`config.mk`:
```
export PLATFORM = sky130hd
export DESIGN_NAME = dma_ring_half_flag_reader_top
export DESIGN_NICKNAME = d
export VERILOG_FILES = /design/src/hdl/dmarhf_pkg.sv /design/src/hdl/dmarhf_store.sv /design/src/hdl/dmarhf_ctrl.sv /design/src/hdl/dmarhf_out.sv /design/src/hdl/dma_ring_half_flag_reader_top.sv
export SDC_FILE = /design/constraint.sdc
export NUM_CORES = 2
export LEC_CHECK = 0
export BUFFER_PORTS_ARGS = -buffer_cell sky130_fd_sc_hd__buf_2
export CORE_UTILIZATION = 40
export CTS_BUF_LIST = sky130_fd_sc_hd__clkbuf_4
export DETAILED_ROUTE_END_ITERATION = 16
export PLACE_DENSITY = 0.55
export SLEW_MARGIN = 25
export SYNTH_ARGS = -nofsm -noshare
export SYNTH_HDL_FRONTEND = slang
export SYNTH_SLANG_ARGS = --single-unit
```
`constraint.sdc`:
```
create_clock -name i_clk -period 5.6 [get_ports i_clk]
set_input_delay 1.12 -clock i_clk [delete_from_list [all_inputs] [get_ports i_clk]]
set_output_delay 1.12 -clock i_clk [all_outputs]
set_load 0.01 [all_outputs]
```
`src/hdl/dmarhf_pkg.sv`:
```
// ----------------------------------------------------------------------------
// dmarhf_pkg
// Shared types and codes for the DMA ring half-flag reader.
// ----------------------------------------------------------------------------
package dmarhf_pkg;

    localparam int REQ_W    = 3;
    localparam int CNT_W    = 9;  // remaining, ring size, read position
    localparam int BYTE_W   = 8;
    localparam int STATUS_W = 2;

    localparam int IN_DATA_W  = 32;
    localparam int OUT_DATA_W = 16;

    // request kinds
    localparam logic [REQ_W-1:0] REQ_READ   = 3'd0;
    localparam logic [REQ_W-1:0] REQ_FIRST  = 3'd1;
    localparam logic [REQ_W-1:0] REQ_SECOND = 3'd2;
    localparam logic [REQ_W-1:0] REQ_IDLE   = 3'd3;
    localparam logic [REQ_W-1:0] REQ_RESYNC = 3'd4;
    localparam logic [REQ_W-1:0] REQ_STORE  = 3'd5;

    // result status codes
    localparam logic [STATUS_W-1:0] ST_DATA   = 2'd0;
    localparam logic [STATUS_W-1:0] ST_NODATA = 2'd1;
    localparam logic [STATUS_W-1:0] ST_OVF    = 2'd2;
    localparam logic [STATUS_W-1:0] ST_EVENT  = 2'd3;

    typedef struct packed {
        logic                first_half;
        logic                second_half;
        logic                overflow;
        logic                idle;
    } t_flags;

    // result of one item before the store read data joins it
    typedef struct packed {
        logic [STATUS_W-1:0] status;
        t_flags              flags;
    } t_result;

endpackage

```
`src/hdl/dmarhf_store.sv`:
```
// ----------------------------------------------------------------------------
// dmarhf_store
// Byte store of the receive ring: one write port, one registered read port.
// ----------------------------------------------------------------------------
module dmarhf_store #(
    parameter int RING_DEPTH = 256,
    parameter int AW         = 8
) (
    input  logic                      i_clk,
    input  logic                      i_we,
    input  logic [AW-1:0]             i_waddr,
    input  logic [dmarhf_pkg::BYTE_W-1:0] i_wdata,
    input  logic                      i_re,
    input  logic [AW-1:0]             i_raddr,
    output logic [dmarhf_pkg::BYTE_W-1:0] o_rdata
);
    import dmarhf_pkg::*;

    logic [BYTE_W-1:0] r_mem [RING_DEPTH];
    logic [BYTE_W-1:0] r_rdata;

    always_ff @(posedge i_clk) begin
        if (i_we) begin
            r_mem[i_waddr] <= i_wdata;
        end
    end

    // hold the read data until the next read
    always_ff @(posedge i_clk) begin
        if (i_re) begin
            r_rdata <= r_mem[i_raddr];
        end
    end

    assign o_rdata = r_rdata;

endmodule

```
`src/hdl/dmarhf_ctrl.sv`:
```
// ----------------------------------------------------------------------------
// dmarhf_ctrl
// Ring state: effective size, read position and flags. Decides each item's
// status and issues the store accesses.
// ----------------------------------------------------------------------------
module dmarhf_ctrl #(
    parameter int RING_DEPTH = 256,
    parameter int AW         = 8
) (
    input  logic                               i_clk,
    input  logic                               i_rst_n,
    input  logic                               i_cfg_we,
    input  logic [dmarhf_pkg::CNT_W-1:0]       i_cfg_size,
    input  logic                               i_accept,
    input  logic [dmarhf_pkg::REQ_W-1:0]       i_req_type,
    input  logic [dmarhf_pkg::CNT_W-1:0]       i_remaining,
    input  logic [dmarhf_pkg::BYTE_W-1:0]      i_store_index,
    output logic                               o_we,
    output logic [AW-1:0]                      o_waddr,
    output logic                               o_re,
    output logic [AW-1:0]                      o_raddr,
    output dmarhf_pkg::t_result                o_result
);
    import dmarhf_pkg::*;

    localparam int TOP = RING_DEPTH - (RING_DEPTH % 2);

    function automatic logic [CNT_W-1:0] eff_size(input logic [CNT_W-1:0] size);
        logic [CNT_W-1:0] s;
        s = {size[CNT_W-1:1], 1'b0};
        if (s < CNT_W'(2)) begin
            s = CNT_W'(2);
        end
        if (32'(s) > TOP) begin
            s = CNT_W'(TOP);
        end
        return s;
    endfunction

    logic [CNT_W-1:0]  r_size;
    logic [CNT_W-1:0]  r_pos;
    t_flags            r_flags;

    logic [CNT_W-1:0]  n_pos;
    t_flags            n_flags;
    logic [STATUS_W-1:0] status;

    logic [CNT_W-2:0]  half;
    logic              filled_to;
    logic [CNT_W-1:0]  cnt;
    logic              in_first;
    logic              half_flag;
    logic [CNT_W-1:0]  pos_inc;
    logic [31:0]       pos_ext;
    logic [31:0]       sidx_ext;

    assign half      = r_size[CNT_W-1:1];
    assign filled_to = i_remaining < r_size;
    assign cnt       = r_size - i_remaining;
    assign in_first  = r_pos < {1'b0, half};
    assign half_flag = in_first ? r_flags.first_half : r_flags.second_half;
    assign pos_inc   = r_pos + CNT_W'(1);

    always_comb begin
        n_pos   = r_pos;
        n_flags = r_flags;
        status  = ST_EVENT;
        unique case (i_req_type)
            REQ_READ: begin
                if (r_flags.overflow) begin
                    status       = ST_OVF;
                    n_flags.idle = 1'b0;
                end else if (half_flag || (filled_to && r_pos < cnt)) begin
                    status       = ST_DATA;
                    n_pos        = pos_inc;
                    n_flags.idle = 1'b0;
                    // leaving a half frees it; idle is kept on that read
                    if (in_first) begin
                        if (pos_inc == {1'b0, half}) begin
                            n_flags.first_half = 1'b0;
                            n_flags.idle       = r_flags.idle;
                        end
                    end else if (pos_inc >= r_size) begin
                        n_pos               = '0;
                        n_flags.second_half = 1'b0;
                        n_flags.idle        = r_flags.idle;
                    end
                end else begin
                    status       = ST_NODATA;
                    n_flags.idle = 1'b0;
                end
            end
            REQ_FIRST: begin
                n_flags.first_half = 1'b1;
                if (r_flags.second_half) begin
                    n_flags.overflow = 1'b1;
                end
            end
            REQ_SECOND: begin
                n_flags.second_half = 1'b1;
                if (r_flags.first_half) begin
                    n_flags.overflow = 1'b1;
                end
            end
            REQ_IDLE: begin
                n_flags.idle = 1'b1;
            end
            REQ_RESYNC: begin
                n_flags.first_half  = 1'b0;
                n_flags.second_half = 1'b0;
                n_flags.overflow    = 1'b0;
                n_pos = (i_remaining == '0 || i_remaining > r_size) ? '0 : cnt;
            end
            REQ_STORE: begin
            end
            default: begin
                status = ST_NODATA;
            end
        endcase
    end

    always_ff @(posedge i_clk) begin
        if (!i_rst_n) begin
            r_size  <= eff_size(CNT_W'(256));
            r_pos   <= '0;
            r_flags <= '0;
        end else begin
            if (i_cfg_we) begin
                r_size <= eff_size(i_cfg_size);
            end
            if (i_accept) begin
                r_pos   <= n_pos;
                r_flags <= n_flags;
            end
        end
    end

    assign pos_ext  = 32'(r_pos);
    assign sidx_ext = 32'(i_store_index);

    // read the current position; the byte returns next cycle
    assign o_re    = i_accept && (i_req_type == REQ_READ);
    assign o_raddr = pos_ext[AW-1:0];
    assign o_we    = i_accept && (i_req_type == REQ_STORE) && (sidx_ext < RING_DEPTH);
    assign o_waddr = sidx_ext[AW-1:0];

    assign o_result.status = status;
    assign o_result.flags  = n_flags;

endmodule

```
`src/hdl/dmarhf_out.sv`:
```
// ----------------------------------------------------------------------------
// dmarhf_out
// Read-data stage and output register; merges the store byte into the result.
// ----------------------------------------------------------------------------
module dmarhf_out (
    input  logic                               i_clk,
    input  logic                               i_rst_n,
    input  logic                               i_accept,
    input  dmarhf_pkg::t_result                i_result,
    input  logic [dmarhf_pkg::BYTE_W-1:0]      i_rdata,
    output logic                               o_ready,
    output logic                               o_valid,
    input  logic                               i_tready,
    output dmarhf_pkg::t_result                o_result,
    output logic [dmarhf_pkg::BYTE_W-1:0]      o_data
);
    import dmarhf_pkg::*;

    logic              r_s1_valid;
    t_result           r_s1;
    logic              r_out_valid;
    t_result           r_out;
    logic [BYTE_W-1:0] r_out_data;
    logic              s1_move;

    assign s1_move = !r_out_valid || i_tready;
    assign o_ready = !r_s1_valid || s1_move;

    always_ff @(posedge i_clk) begin
        if (!i_rst_n) begin
            r_s1_valid  <= 1'b0;
            r_out_valid <= 1'b0;
        end else begin
            if (i_accept) begin
                r_s1_valid <= 1'b1;
            end else if (s1_move) begin
                r_s1_valid <= 1'b0;
            end
            if (r_s1_valid && s1_move) begin
                r_out_valid <= 1'b1;
            end else if (i_tready) begin
                r_out_valid <= 1'b0;
            end
        end
    end

    always_ff @(posedge i_clk) begin
        if (i_accept) begin
            r_s1 <= i_result;
        end
        // store data is valid here: no new read is issued while stage 1 holds
        if (r_s1_valid && s1_move) begin
            r_out      <= r_s1;
            r_out_data <= (r_s1.status == ST_DATA) ? i_rdata : '0;
        end
    end

    assign o_valid  = r_out_valid;
    assign o_result = r_out;
    assign o_data   = r_out_data;

endmodule

```
`src/hdl/dma_ring_half_flag_reader_top.sv`:
```
// ----------------------------------------------------------------------------
// dma_ring_half_flag_reader_top
// Read side of a DMA receive ring filled in two halves.
// ----------------------------------------------------------------------------
// Usage:
//   The slave stream carries one item per request: tuser holds the request
//   kind (read, first half done, second half done, line idle, resync, store).
//   Every item yields exactly one result on the master stream: tuser holds the
//   status, tdata the byte read and the four ring flags after the item.
//   The config channel writes the ring size; write it only while idle.
// Timing:
//   One item per cycle sustained while tready stays high. Results pass the
//   read stage, where the byte store read is registered, then the output
//   register. Ring state updates at acceptance, so back-to-back reads see
//   each other; a store followed by a read of that byte is safe.
// Reset:
//   Synchronous, active low. Position and flags clear, ring size returns to
//   256 (limited to RING_DEPTH). The byte store keeps its contents.
// Stall:
//   While the receiver holds tready low, results wait in the output register
//   and read stage. Once both hold an item, tready drops in the same cycle,
//   so at most two more items are taken after the stall begins.
// ----------------------------------------------------------------------------
module dma_ring_half_flag_reader_top #(
    parameter int RING_DEPTH = 256
) (
    input  logic                                 i_clk,
    input  logic                                 i_rst_n,
    // config: ring_size
    input  logic                                 i_cfg_valid,
    output logic                                 o_cfg_ready,
    input  logic [dmarhf_pkg::CNT_W-1:0]         i_cfg_data,
    // slave stream
    input  logic                                 i_s_axis_tvalid,
    output logic                                 o_s_axis_tready,
    // tdata: remaining[8:0], store_index[16:9], store_byte[24:17], zero fill
    input  logic [dmarhf_pkg::IN_DATA_W-1:0]     i_s_axis_tdata,
    // tuser: req_type[2:0]
    input  logic [dmarhf_pkg::REQ_W-1:0]         i_s_axis_tuser,
    // master stream
    output logic                                 o_m_axis_tvalid,
    input  logic                                 i_m_axis_tready,
    // tdata: data[7:0], first_half_pending[8], second_half_pending[9],
    //        overflow_flag[10], idle_flag[11], zero fill
    output logic [dmarhf_pkg::OUT_DATA_W-1:0]    o_m_axis_tdata,
    // tuser: status[1:0]
    output logic [dmarhf_pkg::STATUS_W-1:0]      o_m_axis_tuser
);
    import dmarhf_pkg::*;

    localparam int AW = (RING_DEPTH > 1) ? $clog2(RING_DEPTH) : 1;

    logic              accept;
    logic              ready;
    logic              we;
    logic [AW-1:0]     waddr;
    logic              re;
    logic [AW-1:0]     raddr;
    logic [BYTE_W-1:0] rdata;
    t_result           result;
    t_result           out_result;
    logic [BYTE_W-1:0] out_data;

    assign o_cfg_ready     = 1'b1;
    assign o_s_axis_tready = ready;
    assign accept          = i_s_axis_tvalid && ready;

    dmarhf_ctrl #(
        .RING_DEPTH (RING_DEPTH),
        .AW         (AW)
    ) u_ctrl (
        .i_clk         (i_clk),
        .i_rst_n       (i_rst_n),
        .i_cfg_we      (i_cfg_valid),
        .i_cfg_size    (i_cfg_data),
        .i_accept      (accept),
        .i_req_type    (i_s_axis_tuser),
        .i_remaining   (i_s_axis_tdata[8:0]),
        .i_store_index (i_s_axis_tdata[16:9]),
        .o_we          (we),
        .o_waddr       (waddr),
        .o_re          (re),
        .o_raddr       (raddr),
        .o_result      (result)
    );

    dmarhf_store #(
        .RING_DEPTH (RING_DEPTH),
        .AW         (AW)
    ) u_store (
        .i_clk   (i_clk),
        .i_we    (we),
        .i_waddr (waddr),
        .i_wdata (i_s_axis_tdata[24:17]),
        .i_re    (re),
        .i_raddr (raddr),
        .o_rdata (rdata)
    );

    dmarhf_out u_out (
        .i_clk    (i_clk),
        .i_rst_n  (i_rst_n),
        .i_accept (accept),
        .i_result (result),
        .i_rdata  (rdata),
        .o_ready  (ready),
        .o_valid  (o_m_axis_tvalid),
        .i_tready (i_m_axis_tready),
        .o_result (out_result),
        .o_data   (out_data)
    );

    assign o_m_axis_tdata = {4'b0000,
                             out_result.flags.idle,
                             out_result.flags.overflow,
                             out_result.flags.second_half,
                             out_result.flags.first_half,
                             out_data};
    assign o_m_axis_tuser = out_result.status;

endmodule

```
==> flow_summary.ini <==
[finish]
layout.cells.most_common_list = edfxtp_1, clkbuf_4, buf_4
final_layout_size_suffix_gt1_share_pct = 31.8
final-seq-area_um2 = 62800
area_added_between_synthesis_and_finish_pct = 15.0
layout_commonest_cell = edfxtp_1
num-fill-cells = 17880
fin_util_pct = 46.5
design.final.nets = 5323
multiInputGateArea_um2 = 19400

[floorplan]
die_y_um = 460
area_of_the_die_um2 = 212000
core_region_area_um2 = 208000
i_o_pin_count = 70
die_width_um = 460
core.rowCount = 167
floorplan.initialDensity_pct = 40.4

[clock_network]
clkLatencyLatePin_ns = 1.33
cts-resized-gates = 0
cts_sinks = 2099
cts_tree = built
cts-buffers-inserted = 567
max-clock-path-buffers = 4
cts-htree-levels = 6
clk_transition_reported_paths_ns = 0.06
clock_tree.root_cell = clkbuf_4

[synthesis]
netlist.area_leader.share_pct = 74.2
synth-warning-count = 0
synth_edf_count = 2076
synthDistinctLibCells = 82
postSynthAreaPerCell_um2 = 18.9
synth_flop_cell = edfxtp_1
synth_area_leaders = edfxtp_1, mux4_2, mux2i_1
yosysTopAreaCell = edfxtp_1
synth_async_sr_flop_share_pct = 0
syn_area_um2 = 84000
yosys_register_bits = 2099
synthCells = 4436
sequential_to_total_area_share_from_yosys_stat_pct = 74.7

[detailed_routing]
viasPerCell = 5.64
routedWlPerCell_um = 29.2
detailedRoute.firstPassIterationCount = 6
routed_wl_um = 245000
drc_errors_left = 0
starting_drc_count_in_detailed_routing = 4632
routed-via-count = 47349
ant_nets = 0

[placed_design]
placement.io_buffers = 56
place.detailed.hpwl_um = 154000
final_wtd_congestion = 0.876
detailedPlace.worstSlack_ns = 0.656

[grt]
grt_pass1_wl_um = 347000
grt.overflow.total = 0
antenna_found_initial = 18
track_usage_pct = 23.1
number_of_global_route_vias_before_repair = 47840
maximum_number_of_pins_on_one_net_before_global_route_repair = 173

[worst_setup_path]
path_class = flip-flop to flip-flop
worstPathMaxFanout = 32
cp_slowest_cell = dfxtp_4
critPathBufInv = 1
worstSetupEndpointType = flip-flop
startpoint_type = flip-flop
path_common_cell = a221oi_1
critical_path_required_ns = 6.60
crit_path_cell_trace = buf_4, mux2i_1, a221oi_1, o21a_1, a221oi_1, o21ai_0, a211oi_1, o31ai_1
critical_path.top_delay_family = compound AO/OA/AOI/OAI gates
arrival_ns = 5.48
critical_path.max_stage_delay_ns = 0.86

[power_and_ir_drop]
peakVddDrop_uv = 248
fin_total_pwr_mw = 32.2
cellLeakagePower_nw = 30.9
cellPowerDensity_nw_per_um2 = 333

[timing]
clock-skew-final_ns = 0.0703
achievable-frequency_ghz = 0.223
final.min_clock_period_ns = 4.48
hold_viol = 0
setup_viol = 0
setup_ws_ns = 1.12
drv_slew = 0
grt_setup_unrepaired = no
maxSlewHeadroom_pct = 27.4
tns_ns = 0
final_min_period_over_clock_period_pct = 80.0
timing_worst_slew_pin_value_ns = 1.08

[outcome]
status = finished clean

[worst_hold_path]
hold_class = input pin to flip-flop

[flow_run]
maxCapViolCount = 0
[cell type report]
class	instances	area share [%]
clock inverter	100	0.681
tap	2788	3.61
inverter	36	0.141
timing repair buffer	499	4.07
sequential	2099	65.0
antenna	11	0.0285
multi-input combinational	2036	20.1
clock buffer	821	6.38
[cells by family after synthesis]
| family | after synthesis | share of synthesized area [%] |
|---|---|---|
| flip-flops | 2099 | 74.7 |
| multiplexers | 708 | 13.6 |
| AND/OR/NAND/NOR | 675 | 3.54 |
| AO/OA/AOI/OAI | 596 | 5.05 |
| buffers and inverters | 304 | 2.30 |
| adder cells (fa/ha/maj) | 35 | 0.530 |
| XOR/XNOR | 17 | 0.243 |
| other | 2 | 0.00894 |
[Yosys cell counts (29+ instances only)]
cell / number
a211oi_1: 37
mux2i_1: 335
edfxtp_1: 2076
mux2_2: 29
nor3_1: 46
a221oi_1: 46
clkbuf_1: 107
mux4_2: 344
buf_6: 36
nor2_1: 335
a21oi_1: 110
nand3_1: 78
a22oi_1: 125
o21ai_0: 79
ha_1: 34
inv_1: 33
nand2_1: 114
buf_2: 61
[power breakdown]
group          switching (mW)  internal (mW)
logic                    1.04          0.541
registers              0.0331           17.3
clock network            6.15           7.12
total                    7.23           24.9
[routing by layer]
layer / GRT usage, % / wire length [µm] / up-vias
met3: 5.10 / 18200 / 411
met4: 8.84 / 7950 / 0
li1: - / - / 20148
met1: 31.0 / 102000 / 24701
met5: 0 / 0 / -
met2: 36.7 / 117000 / 2089
[registers in the layout, summed over array words and instances, names as in the netlist]
register,count
u_out.o_result,6
u_store.r_mem,2048
u_out.o_valid,1
u_ctrl.r_flags,4
u_store.o_rdata,8
u_out.r_s1_valid,1
u_out.o_data,8
u_ctrl.r_size,8
u_out.r_s1,6
u_ctrl.r_pos,9
[through the flow]
stage	std cells	hold WS, ns	cell area (µm²)
floorplan	4439	0.400	84000
global placement	7448	0.410	89700
detailed placement	7448	0.419	89700
CTS	8379	0.00483	96600
global route	8384	0.0773	96600
finish	8390	0.172	96700
[what timing repair did]
action,4_1_cts,5_1_grt
buffers inserted,0,0
hold endpoints to repair,9,0
hold buffers,10,0
[worst paths after layout]
kind | startpoint | endpoint | slack (ns) | cells past startpoint
max | u_ctrl.r_pos[0]$_SDFFE_PN0P_ | u_store.o_rdata[0]$_DFFE_PP_ | 1.12 | 8
min | i_rst_n | u_ctrl.r_flags[2]$_SDFFE_PN0P_ | 0.17 | 2
max reg2reg | u_ctrl.r_pos[0]$_SDFFE_PN0P_ | u_store.o_rdata[0]$_DFFE_PP_ | 1.12 | 8
min reg2reg | u_out.r_s1[1]$_DFFE_PP_ | u_out.o_result[1]$_DFFE_PP_ | 0.44 | 0
Power figures use the tool's default switching activity.
